## src/rtl/core/sapq_pkg.sv

```systemverilog
`timescale 1ns / 1ps

package sapq_pkg;

  localparam logic [1:0] CMD_ENQUEUE = 2'd0;
  localparam logic [1:0] CMD_DEQUEUE = 2'd1;
  localparam logic [1:0] CMD_CLEAR   = 2'd2;

  localparam logic [1:0] ST_OK    = 2'd0;
  localparam logic [1:0] ST_EMPTY = 2'd1;
  localparam logic [1:0] ST_FULL  = 2'd2;

  localparam int DATA_W = 32;

  localparam logic signed [DATA_W-1:0] NONE_VALUE = -32'sd1;

  // broadcast to every cell of the chain
  typedef struct packed {
    logic                     enq;
    logic                     deq;
    logic signed [DATA_W-1:0] value;
  } cell_ctrl_t;

endpackage

```

## src/rtl/core/sapq_cell.sv

```systemverilog
`timescale 1ns / 1ps

module sapq_cell #(
  parameter int IDX = 0,
  parameter int CW  = 5
) (
  input  logic                             clk,
  input  sapq_pkg::cell_ctrl_t             ctrl,
  input  logic [CW-1:0]                    count,
  input  logic                             up_ge,
  input  logic signed [sapq_pkg::DATA_W-1:0] up_data,
  input  logic signed [sapq_pkg::DATA_W-1:0] dn_data,
  output logic signed [sapq_pkg::DATA_W-1:0] data,
  output logic                             ge
);

  logic occupied;

  assign occupied = count > CW'(IDX);

  // entries are held largest first, so the cells that stay put on an enqueue form a prefix
  assign ge = occupied && ($signed(data) >= $signed(ctrl.value));

  always_ff @(posedge clk) begin
    if (ctrl.enq) begin
      if (!ge) begin
        if (up_ge) begin
          data <= ctrl.value;
        end else begin
          data <= up_data;
        end
      end
    end else if (ctrl.deq) begin
      data <= dn_data;
    end
  end

endmodule

```

## src/rtl/core/sorted_array_priority_queue.sv

```systemverilog
`timescale 1ns / 1ps

// Max priority queue of signed 32-bit values held in a chain of DEPTH cells,
// largest entry in the first cell. Commands arrive on the cmd channel
// (cmd_valid/cmd_ready): enqueue, dequeue or clear, with a value for enqueue.
// Every transaction yields exactly one result on the res channel
// (res_valid/res_ready): removed value, status, count, nonempty flag and a
// peek at the top after the command.
// All cells compare against the incoming value in parallel and shift by one
// place in the same cycle, so one command is accepted every cycle unless the
// receiver stalls; the result appears in the output register in the cycle
// after acceptance. The output register is the only buffer: a new command is
// taken when it is empty or is being emptied in the same cycle, so a stalled
// receiver holds back the cmd channel.
// Reset empties the queue and the output register; cell contents are not
// cleared and are never read until written again.
// An enqueue on a full queue leaves the queue unchanged and reports full; a
// dequeue on an empty queue reports empty with removed value -1.
module sorted_array_priority_queue #(
  parameter int DEPTH    = 16,
  localparam int CW      = $clog2(DEPTH + 1)
) (
  input  logic                             clk,
  input  logic                             rst,
  input  logic                             cmd_valid,
  output logic                             cmd_ready,
  input  logic [1:0]                       command,
  input  logic signed [sapq_pkg::DATA_W-1:0] value,
  output logic                             res_valid,
  input  logic                             res_ready,
  output logic signed [sapq_pkg::DATA_W-1:0] removed_value,
  output logic [1:0]                       status,
  output logic [CW-1:0]                    count,
  output logic                             nonempty,
  output logic signed [sapq_pkg::DATA_W-1:0] top_value
);

  logic [CW-1:0]                    entry_count;
  logic [CW-1:0]                    entry_count_next;
  logic                             accept;
  logic                             is_enq;
  logic                             is_deq;
  logic                             is_clr;
  logic                             full;
  logic                             empty;
  logic [1:0]                       status_next;
  logic signed [sapq_pkg::DATA_W-1:0] removed_next;
  logic signed [sapq_pkg::DATA_W-1:0] head_next;
  logic signed [sapq_pkg::DATA_W-1:0] top_next;
  sapq_pkg::cell_ctrl_t             ctrl;

  logic signed [sapq_pkg::DATA_W-1:0] cell_data [DEPTH];
  logic                             cell_ge   [DEPTH];

  assign cmd_ready = !res_valid || res_ready;
  assign accept    = cmd_valid && cmd_ready;

  assign is_enq = command == sapq_pkg::CMD_ENQUEUE;
  assign is_deq = command == sapq_pkg::CMD_DEQUEUE;
  assign is_clr = command == sapq_pkg::CMD_CLEAR;
  assign full   = entry_count == CW'(DEPTH);
  assign empty  = entry_count == '0;

  assign ctrl.enq   = accept && is_enq && !full;
  assign ctrl.deq   = accept && is_deq && !empty;
  assign ctrl.value = value;

  genvar i;
  generate
    for (i = 0; i < DEPTH; i++) begin : g_cell
      logic                             up_ge;
      logic signed [sapq_pkg::DATA_W-1:0] up_data;
      logic signed [sapq_pkg::DATA_W-1:0] dn_data;

      if (i == 0) begin : g_first
        assign up_ge   = 1'b1;
        assign up_data = sapq_pkg::NONE_VALUE;
      end else begin : g_mid
        assign up_ge   = cell_ge[i-1];
        assign up_data = cell_data[i-1];
      end

      if (i == DEPTH - 1) begin : g_last
        assign dn_data = cell_data[i];
      end else begin : g_inner
        assign dn_data = cell_data[i+1];
      end

      sapq_cell #(
        .IDX (i),
        .CW  (CW)
      ) u_cell (
        .clk     (clk),
        .ctrl    (ctrl),
        .count   (entry_count),
        .up_ge   (up_ge),
        .up_data (up_data),
        .dn_data (dn_data),
        .data    (cell_data[i]),
        .ge      (cell_ge[i])
      );
    end
  endgenerate

  always_comb begin
    entry_count_next = entry_count;
    status_next      = sapq_pkg::ST_OK;
    removed_next     = sapq_pkg::NONE_VALUE;
    head_next        = cell_data[0];
    if (is_enq) begin
      if (full) begin
        status_next = sapq_pkg::ST_FULL;
      end else begin
        entry_count_next = entry_count + CW'(1);
        if (!cell_ge[0]) begin
          head_next = value;
        end
      end
    end else if (is_deq) begin
      if (empty) begin
        status_next = sapq_pkg::ST_EMPTY;
      end else begin
        entry_count_next = entry_count - CW'(1);
        removed_next     = cell_data[0];
        head_next        = cell_data[1];
      end
    end else if (is_clr) begin
      entry_count_next = '0;
    end
    top_next = (entry_count_next == '0) ? sapq_pkg::NONE_VALUE : head_next;
  end

  always_ff @(posedge clk) begin
    if (rst) begin
      entry_count <= '0;
      res_valid   <= 1'b0;
    end else begin
      if (accept) begin
        entry_count <= entry_count_next;
        res_valid   <= 1'b1;
      end else if (res_ready) begin
        res_valid <= 1'b0;
      end
    end
  end

  always_ff @(posedge clk) begin
    if (accept) begin
      removed_value <= removed_next;
      status        <= status_next;
      count         <= entry_count_next;
      nonempty      <= entry_count_next != '0;
      top_value     <= top_next;
    end
  end

endmodule

```

## config.mk

```make
export PLATFORM = sky130hd
export DESIGN_NAME = sorted_array_priority_queue
export DESIGN_NICKNAME = d
export VERILOG_FILES = /design/src/rtl/core/sapq_pkg.sv /design/src/rtl/core/sapq_cell.sv /design/src/rtl/core/sorted_array_priority_queue.sv
export SDC_FILE = /design/constraint.sdc
export NUM_CORES = 2
export LEC_CHECK = 0
export ABC_CLOCK_PERIOD_IN_PS = 5600
export BUFFER_PORTS_ARGS = -buffer_cell sky130_fd_sc_hd__buf_2
export CAP_MARGIN = 20
export CORE_ASPECT_RATIO = 1.5
export CORE_MARGIN = 8
export CORE_UTILIZATION = 50
export CTS_BUF_LIST = sky130_fd_sc_hd__clkbuf_8
export DETAILED_ROUTE_END_ITERATION = 7
export GPL_TIMING_DRIVEN = 1
export PLACE_DENSITY = 0.71
export SLEW_MARGIN = 20
export SYNTH_ARGS = -nofsm -noshare
export SYNTH_HDL_FRONTEND = slang
export SYNTH_SLANG_ARGS = --single-unit
```

## constraint.sdc

```tcl
create_clock -name clk -period 5.6 [get_ports clk]
set_clock_uncertainty 0.1 [all_clocks]
set_input_delay 0.84 -clock clk [delete_from_list [all_inputs] [get_ports clk]]
set_output_delay 0.84 -clock clk [all_outputs]
set_load 0.1 [all_outputs]
```

# Word level (Yosys, flattened, before mapping)
# Index checks and enable logic that the tools add are counted.
# totals
ff_bits,590
output_inout_bits,74
# classes
eq_ne,17
n_lt_le_gt_ge,32
addsub,2
n_bitwise,2
mux,75
reduce_logical,47
# ops
cell,n
$mux 32,64
$ge 32x32->1,16
$gt 5x4->1 const B,8
$reduce_and 2->1,15
$ne 2x2->1 const B,14
$mux 5,5
$logic_and 1x1->1,21
$gt 5x3->1 const B,4
$gt 5x1->1 const B,2
$gt 5x2->1 const B,2
$logic_not 5->1,2
$add 5x1->5 const B,1
$eq 5x5->1 const B,1
$reduce_bool 5->1,1
$sub 5x1->5 const B,1
$mux 1,4
$mux 2,2
$reduce_bool 2->1,2
$logic_not 1->1,3
$reduce_or 3->1,1
$eq 2x1->1 const B,1
$eq 2x2->1 const B,1
$logic_not 2->1,1
$not 1->1,2
$logic_or 1x1->1,1

# Logic depth before layout (Yosys ltp)
# depth
word_depth,7
depth_mapped,14
depth_no_buf,10

# Cells and area by module
# From an unflattened synthesis, not the netlist that was laid out.
# unflattened
hier_cells,4483
area_unflattened_um2,43843.3
# modules_own_cells
module,cells_each,area_per_inst_um2,instances,seq_area_each_um2
sapq_cell (g_cell[2].u_cell ...),258,2477.4,3,960.9
sorted_array_priority_queue,346,4301.6,1,2282.2
sapq_cell (g_cell[9].u_cell),257,2496.1,1,960.9
sapq_cell (g_cell[8].u_cell),262,2493.6,1,960.9
sapq_cell (g_cell[4].u_cell),257,2487.4,1,960.9
sapq_cell (g_cell[0].u_cell),261,2483.6,1,960.9
sapq_cell (g_cell[12].u_cell),259,2481.1,1,960.9
sapq_cell (g_cell[1].u_cell),258,2478.6,1,960.9
sapq_cell (g_cell[15].u_cell),256,2477.4,1,960.9
sapq_cell (g_cell[13].u_cell),258,2474.9,1,960.9
sapq_cell (g_cell[11].u_cell),258,2473.6,1,960.9
sapq_cell (g_cell[10].u_cell),260,2461.1,1,960.9
sapq_cell (g_cell[14].u_cell),259,2436.1,1,960.9
sapq_cell (g_cell[5].u_cell),259,2434.8,1,960.9
sapq_cell (g_cell[7].u_cell),259,2431.1,1,960.9

# Worst setup path after synthesis
# Ideal clock, no wire load.
# synth_timing
path_kind,input port to flip-flop
from,input res_ready
to,"register g_cell[10].u_cell.data[0] (netlist name), enable pin"
t_arrival_ps,5886
slack_ps,-818
cell_stages,6
setup_ps,432
t_required_ps,5068
cell_sequence,nand2b_1 nand2_1 inv_1 o21ai_1 clkbuf_1 a21oi_1
# synth_between
elab_chain_len,6
word_cells_on_any_way,9
# synth_lines
item,line_no,source
start: declaration,sorted_array_priority_queue.sv:30,"input logic res_ready,"
$logic_or 1x1->1 *,sorted_array_priority_queue.sv:55,assign cmd_ready = !res_valid || res_ready;
$logic_and 1x1->1 *,sorted_array_priority_queue.sv:56,assign accept = cmd_valid && cmd_ready;
net accept,sorted_array_priority_queue.sv:40,logic accept;
"$logic_and 1x1->1, on equally long branches (2 in a row)","sorted_array_priority_queue.sv:64, sorted_array_priority_queue.sv:65",
$ne 2x2->1 (no source line) or $reduce_bool 2->1 (tied branches),-,
$reduce_and 2->1 (no source line) *,-,
end signal: assignment,sapq_cell.sv:28,data <= ctrl.value;
end signal: assignment,sapq_cell.sv:30,data <= up_data;
end signal: assignment,sapq_cell.sv:34,data <= dn_data;
end: declaration,sapq_cell.sv:13,"output logic signed [sapq_pkg::DATA_W-1:0] data,"
# The timed path passes the listed nets; every way through them passes the cells marked *.
# A chain may end at the register's enable or synchronous reset.

# Worst setup path in the final report
# layout_timing
from,input value[31] (netlist name)
to,"register g_cell[3].u_cell.data[25] (netlist name), data pin"
# layout_between
elab_chain_len,5
# layout_lines
item,line_no,source
start: declaration,sorted_array_priority_queue.sv:28,"input logic signed [sapq_pkg::DATA_W-1:0] value,"
$ge 32x32->1,sapq_cell.sv:22,assign ge = occupied && ($signed(data) >= $signed(ctrl.value));
$logic_and 1x1->1,sapq_cell.sv:22,
$mux 32,sapq_cell.sv:27,if (up_ge) begin
$mux 32,sapq_cell.sv:26,if (!ge) begin
$mux 32,sapq_cell.sv:25,if (ctrl.enq) begin
end signal: assignment,sapq_cell.sv:28,
end signal: assignment,sapq_cell.sv:30,
end signal: assignment,sapq_cell.sv:34,
end: declaration,sapq_cell.sv:13,
# No other way between the ends. The select of a mux whose other input is x is not followed.

==> metrics.md <==
| Metric | Value |
|---|---|
| Run status | complete, no violations |
| Sw Share | 0.320 |
| Seq. cell area | 17700 um^2 |
| Flop2flop setup slack | 1.54 ns |
| Wire per inst | 21.7 um |
| First-pass GRT wire length | 170 mm |
| VDD IR-drop max | 0.161 mV |
| Hold crit path type | in2reg |
| Gate Count Post-Synth | 3876 |
| Critical path capture point | g_cell[3].u_cell.data[25] |
| Area leader, netlist | edfxtp_1 |
| I/O pin total | 112 |
| Clock root cell | clkbuf_8 |
| Syn_area_per_cell | 10.4 um^2 |
| Clock-pin transition on the worst setup and hold timing paths | 0.06 ns |
| Vias per cell | 6.06 |
| Worst Reg-to-Reg Cells | 9 |
| Vias in the first global route | 30400 |
| Area Overhead vs Synth | 9.45% |
| Final setup violation count | 0 |
| RSZ-0062 raised after global routing | false |
| CP dominant cell by count | o21ai_0 |
| Headroom to the max-slew limit | 0.234 |
| Asr flop ratio synth | 0 |
| Seq pwr share | 0.475 |
| Prevailing post-synth register cell | edfxtp_1 |
| Via count | 30600 |
| Kind of critical path | in2reg |
| Share of the synthesized area in the top cell type | 0.433 |
| Post-route ant nets | 0 |
| Worst Setup End Kind | flip-flop |
| # placed instances | 4880 |
| Critical path peak fanout | 32 |
| Clk network pwr share | 0.301 |
| Worst EP arrival | 4.74 ns |
| Number of remaining DRC errors | 0 |
| Commonest cells after routing, fill and taps aside | edfxtp_1 (584), nand2_1 (562), ha_1 (517) |
| Req. time, crit path | 5.97 ns |
| Largest net degree at the start of global routing | 177 |
| WL final | 110 mm |
| # port buffers | 111 |
| Synth unique cells | 61 |
| Worst skew pair latency | 0.77 ns |
| Final TNS setup | 0 ns |
| TritonCTS clock tree | done |
| Max_cap viols | 0 |
| Fillers | 6941 |
| Commonest non-fill, non-tap cell in the layout | edfxtp_1 |
| Total track usage | 0.239 |
| Buf+Inv Stages, Crit Path | 3 |
| Dpl hpwl | 83.5 mm |
| Placer Congestion | 0.897 |
| Final Net Count | 4490 |
| Slowest stage cell, crit path | nor4_1 |
| Core Rows | 128 |
| CTS Sinks | 590 |
| Startpoint type of the worst setup path | primary input |
| Final Hold Viols | 0 |
| Number of synthesized flops with an enable pin | 584 |
| Core ar. | 80700 um^2 |
| Grt ovf | 0 |
| Lkg Pwr | 0.0184 uW |
| RR Startpoint | entry_count[0] |
| Count of state elements after synthesis | 590 |
| Switching power | 3620 uW |
| Tcrit/Tclk final | 0.782 |
| TritonRoute pass-1 iters | 5 |
| Top post-synthesis cells by area | edfxtp_1 (43%), ha_1 (16%), mux2i_1 (12%) |
| Syn_nets | 4431 |
| Die height | 365 um |
| Combinational share of power | 0.224 |
| Synth warn | 0 |
| Pint | 7680 uW |
| CTS Buf Count | 91 |
| Power Density | 255 nW/um^2 |
| Share of cells above drive strength 1 | 0.106 |
| CTS max path bufs | 3 |
| Max Fclk | 0.228 GHz |
| Mapped Area | 40500 um^2 |
| Crit path cell chain | buf_2 > inv_1 > ha_1 > nand4_1 > nor2_1 > nand2_1 > nor4_1 > o21ai_0 > a21boi_4 > buf_4 > mux2i_1 > o21ai_0 |
| CTS Hold Buffers Added | 0 |
| Crit path from | value[31] |
| CP delay by family, top | buffers and inverters |
| Worst r2r dst | g_cell[15].u_cell.data[6] |
| Post-CTS sizing | 0 |
| Initial antenna violation count | 3 |
| Initial Util | 0.502 |
| Post-layout min period | 4.38 ns |
| Sequential area share after synthesis | 0.436 |
| Area of the multi-input gates | 21900 um^2 |
| WP depth | 12 |
| Slowest stage delay, CP | 0.70 ns |
| Pins Over Slew Limit | 0 |
| Die Area | 90500 um^2 |
| Slew of the pin with the lowest slew margin | 1.14 ns |
| Die X | 248 um |
| Post-Layout Cell Count | 5040 |
| Post-CTS Setup Inserts | 0 |
| H-tree depth | 3 |
| Starting DRT DRC Count | 2386 |
-- layer usage --
| layer | GRT usage | part of all wire | up-vias |
|---|---|---|---|
| met5 | 0 | 0 | - |
| li1 | - | - | 14700 |
| met2 | 0.429 | 0.51 | 953 |
| met4 | 0.141 | 0.059 | 0 |
| met3 | 0.0249 | 0.045 | 275 |
| met1 | 0.272 | 0.38 | 14600 |
-- state kept, by name, indices dropped and copies added (netlist names) --
signal,flops
removed_value,32
g_cell.u_cell.data,512
entry_count,5
res_valid,1
count,5
top_value,32
nonempty,1
status,2
-- cells by family after synthesis --
kind of cell | synth area share
buffers and inverters | 0.0311
DFF | 0.436
AOI/OAI and AO/OA | 0.146
and+or+nand+nor | 0.0974
muxes | 0.128
adders and majority gates | 0.160
xor gates and xnor gates | 0.00173
-- layout make-up --
type                       count  area share
clock buffer                  92      0.0286
antenna                        3    0.000169
sequential                   590       0.398
inverter                      73     0.00627
tap                         1040      0.0294
multi-input combinational   2964       0.494
timing repair buffer         215      0.0361
clock inverter                63     0.00720
-- per-stage QoR --
step,setup slack [ns],util,total power [uW],hold WS (ns),instance area (um^2)
global placement,0.475,0.529,7900,0.412,42700
finish,1.22,0.549,11300,0.250,44300
CTS,1.27,0.548,11400,0.178,44300
global route,1.04,0.549,11800,0.238,44300
floorplan,0.0274,-,7240,0.422,40500
detailed placement,0.460,0.529,7970,0.423,42700
-- synthesized netlist by cell type, types with 5 or more instances --
library cell	n
nor2_1	85
o22ai_1	6
a31oi_1	5
nand3_1	18
buf_2	24
nor3_1	26
o21ai_1	9
o21a_1	8
and3_1	5
xor2_1	8
a22oi_1	35
buf_1	7
mux2_2	33
a21boi_0	5
a221o_1	11
nand2b_1	19
o211ai_1	47
edfxtp_1	584
nor2b_1	13
nand2_1	563
and4_1	9
a211oi_1	8
o21ai_0	514
a21oi_1	243
mux2i_1	479
or2_2	32
inv_1	73
dfxtp_1	6
o311ai_0	5
a221oi_1	8
ha_1	517
nand4_1	89
a21o_1	101
nor4_1	16
clkbuf_1	215
-- worst reg2reg max path, stage by stage, from the launching register on --
cell and delay, ns:
dfxtp_1 0.62, inv_1 0.18, ha_1 0.28, nor3b_2 0.21, nand2_1 0.21, nand2_1 0.28, buf_4 0.39, nor2_4 0.85
o31a_1 0.35, buf_12 0.24
-- power groups by stage --
stage,clock network [uW],registers [uW],logic [uW]
2_1_floorplan,0,5690,1550
3_3_place_gp,0,5450,2440
3_5_place_dp,0,5460,2510
4_1_cts,3470,5370,2520
5_1_grt,3630,5390,2770
6_report,3390,5370,2530
-- how the worst min path moves through the flow --
stage | from | endpoint | cells past startpoint
finish | cmd_valid | res_valid | 3
floorplan | g_cell[15].u_cell.data[0] | g_cell[14].u_cell.data[0] | 2
detailed placement | res_valid | res_valid | 2
global route | cmd_valid | res_valid | 3
global placement | res_valid | res_valid | 2
CTS | cmd_valid | res_valid | 3
(Power assumes the default switching activity.)
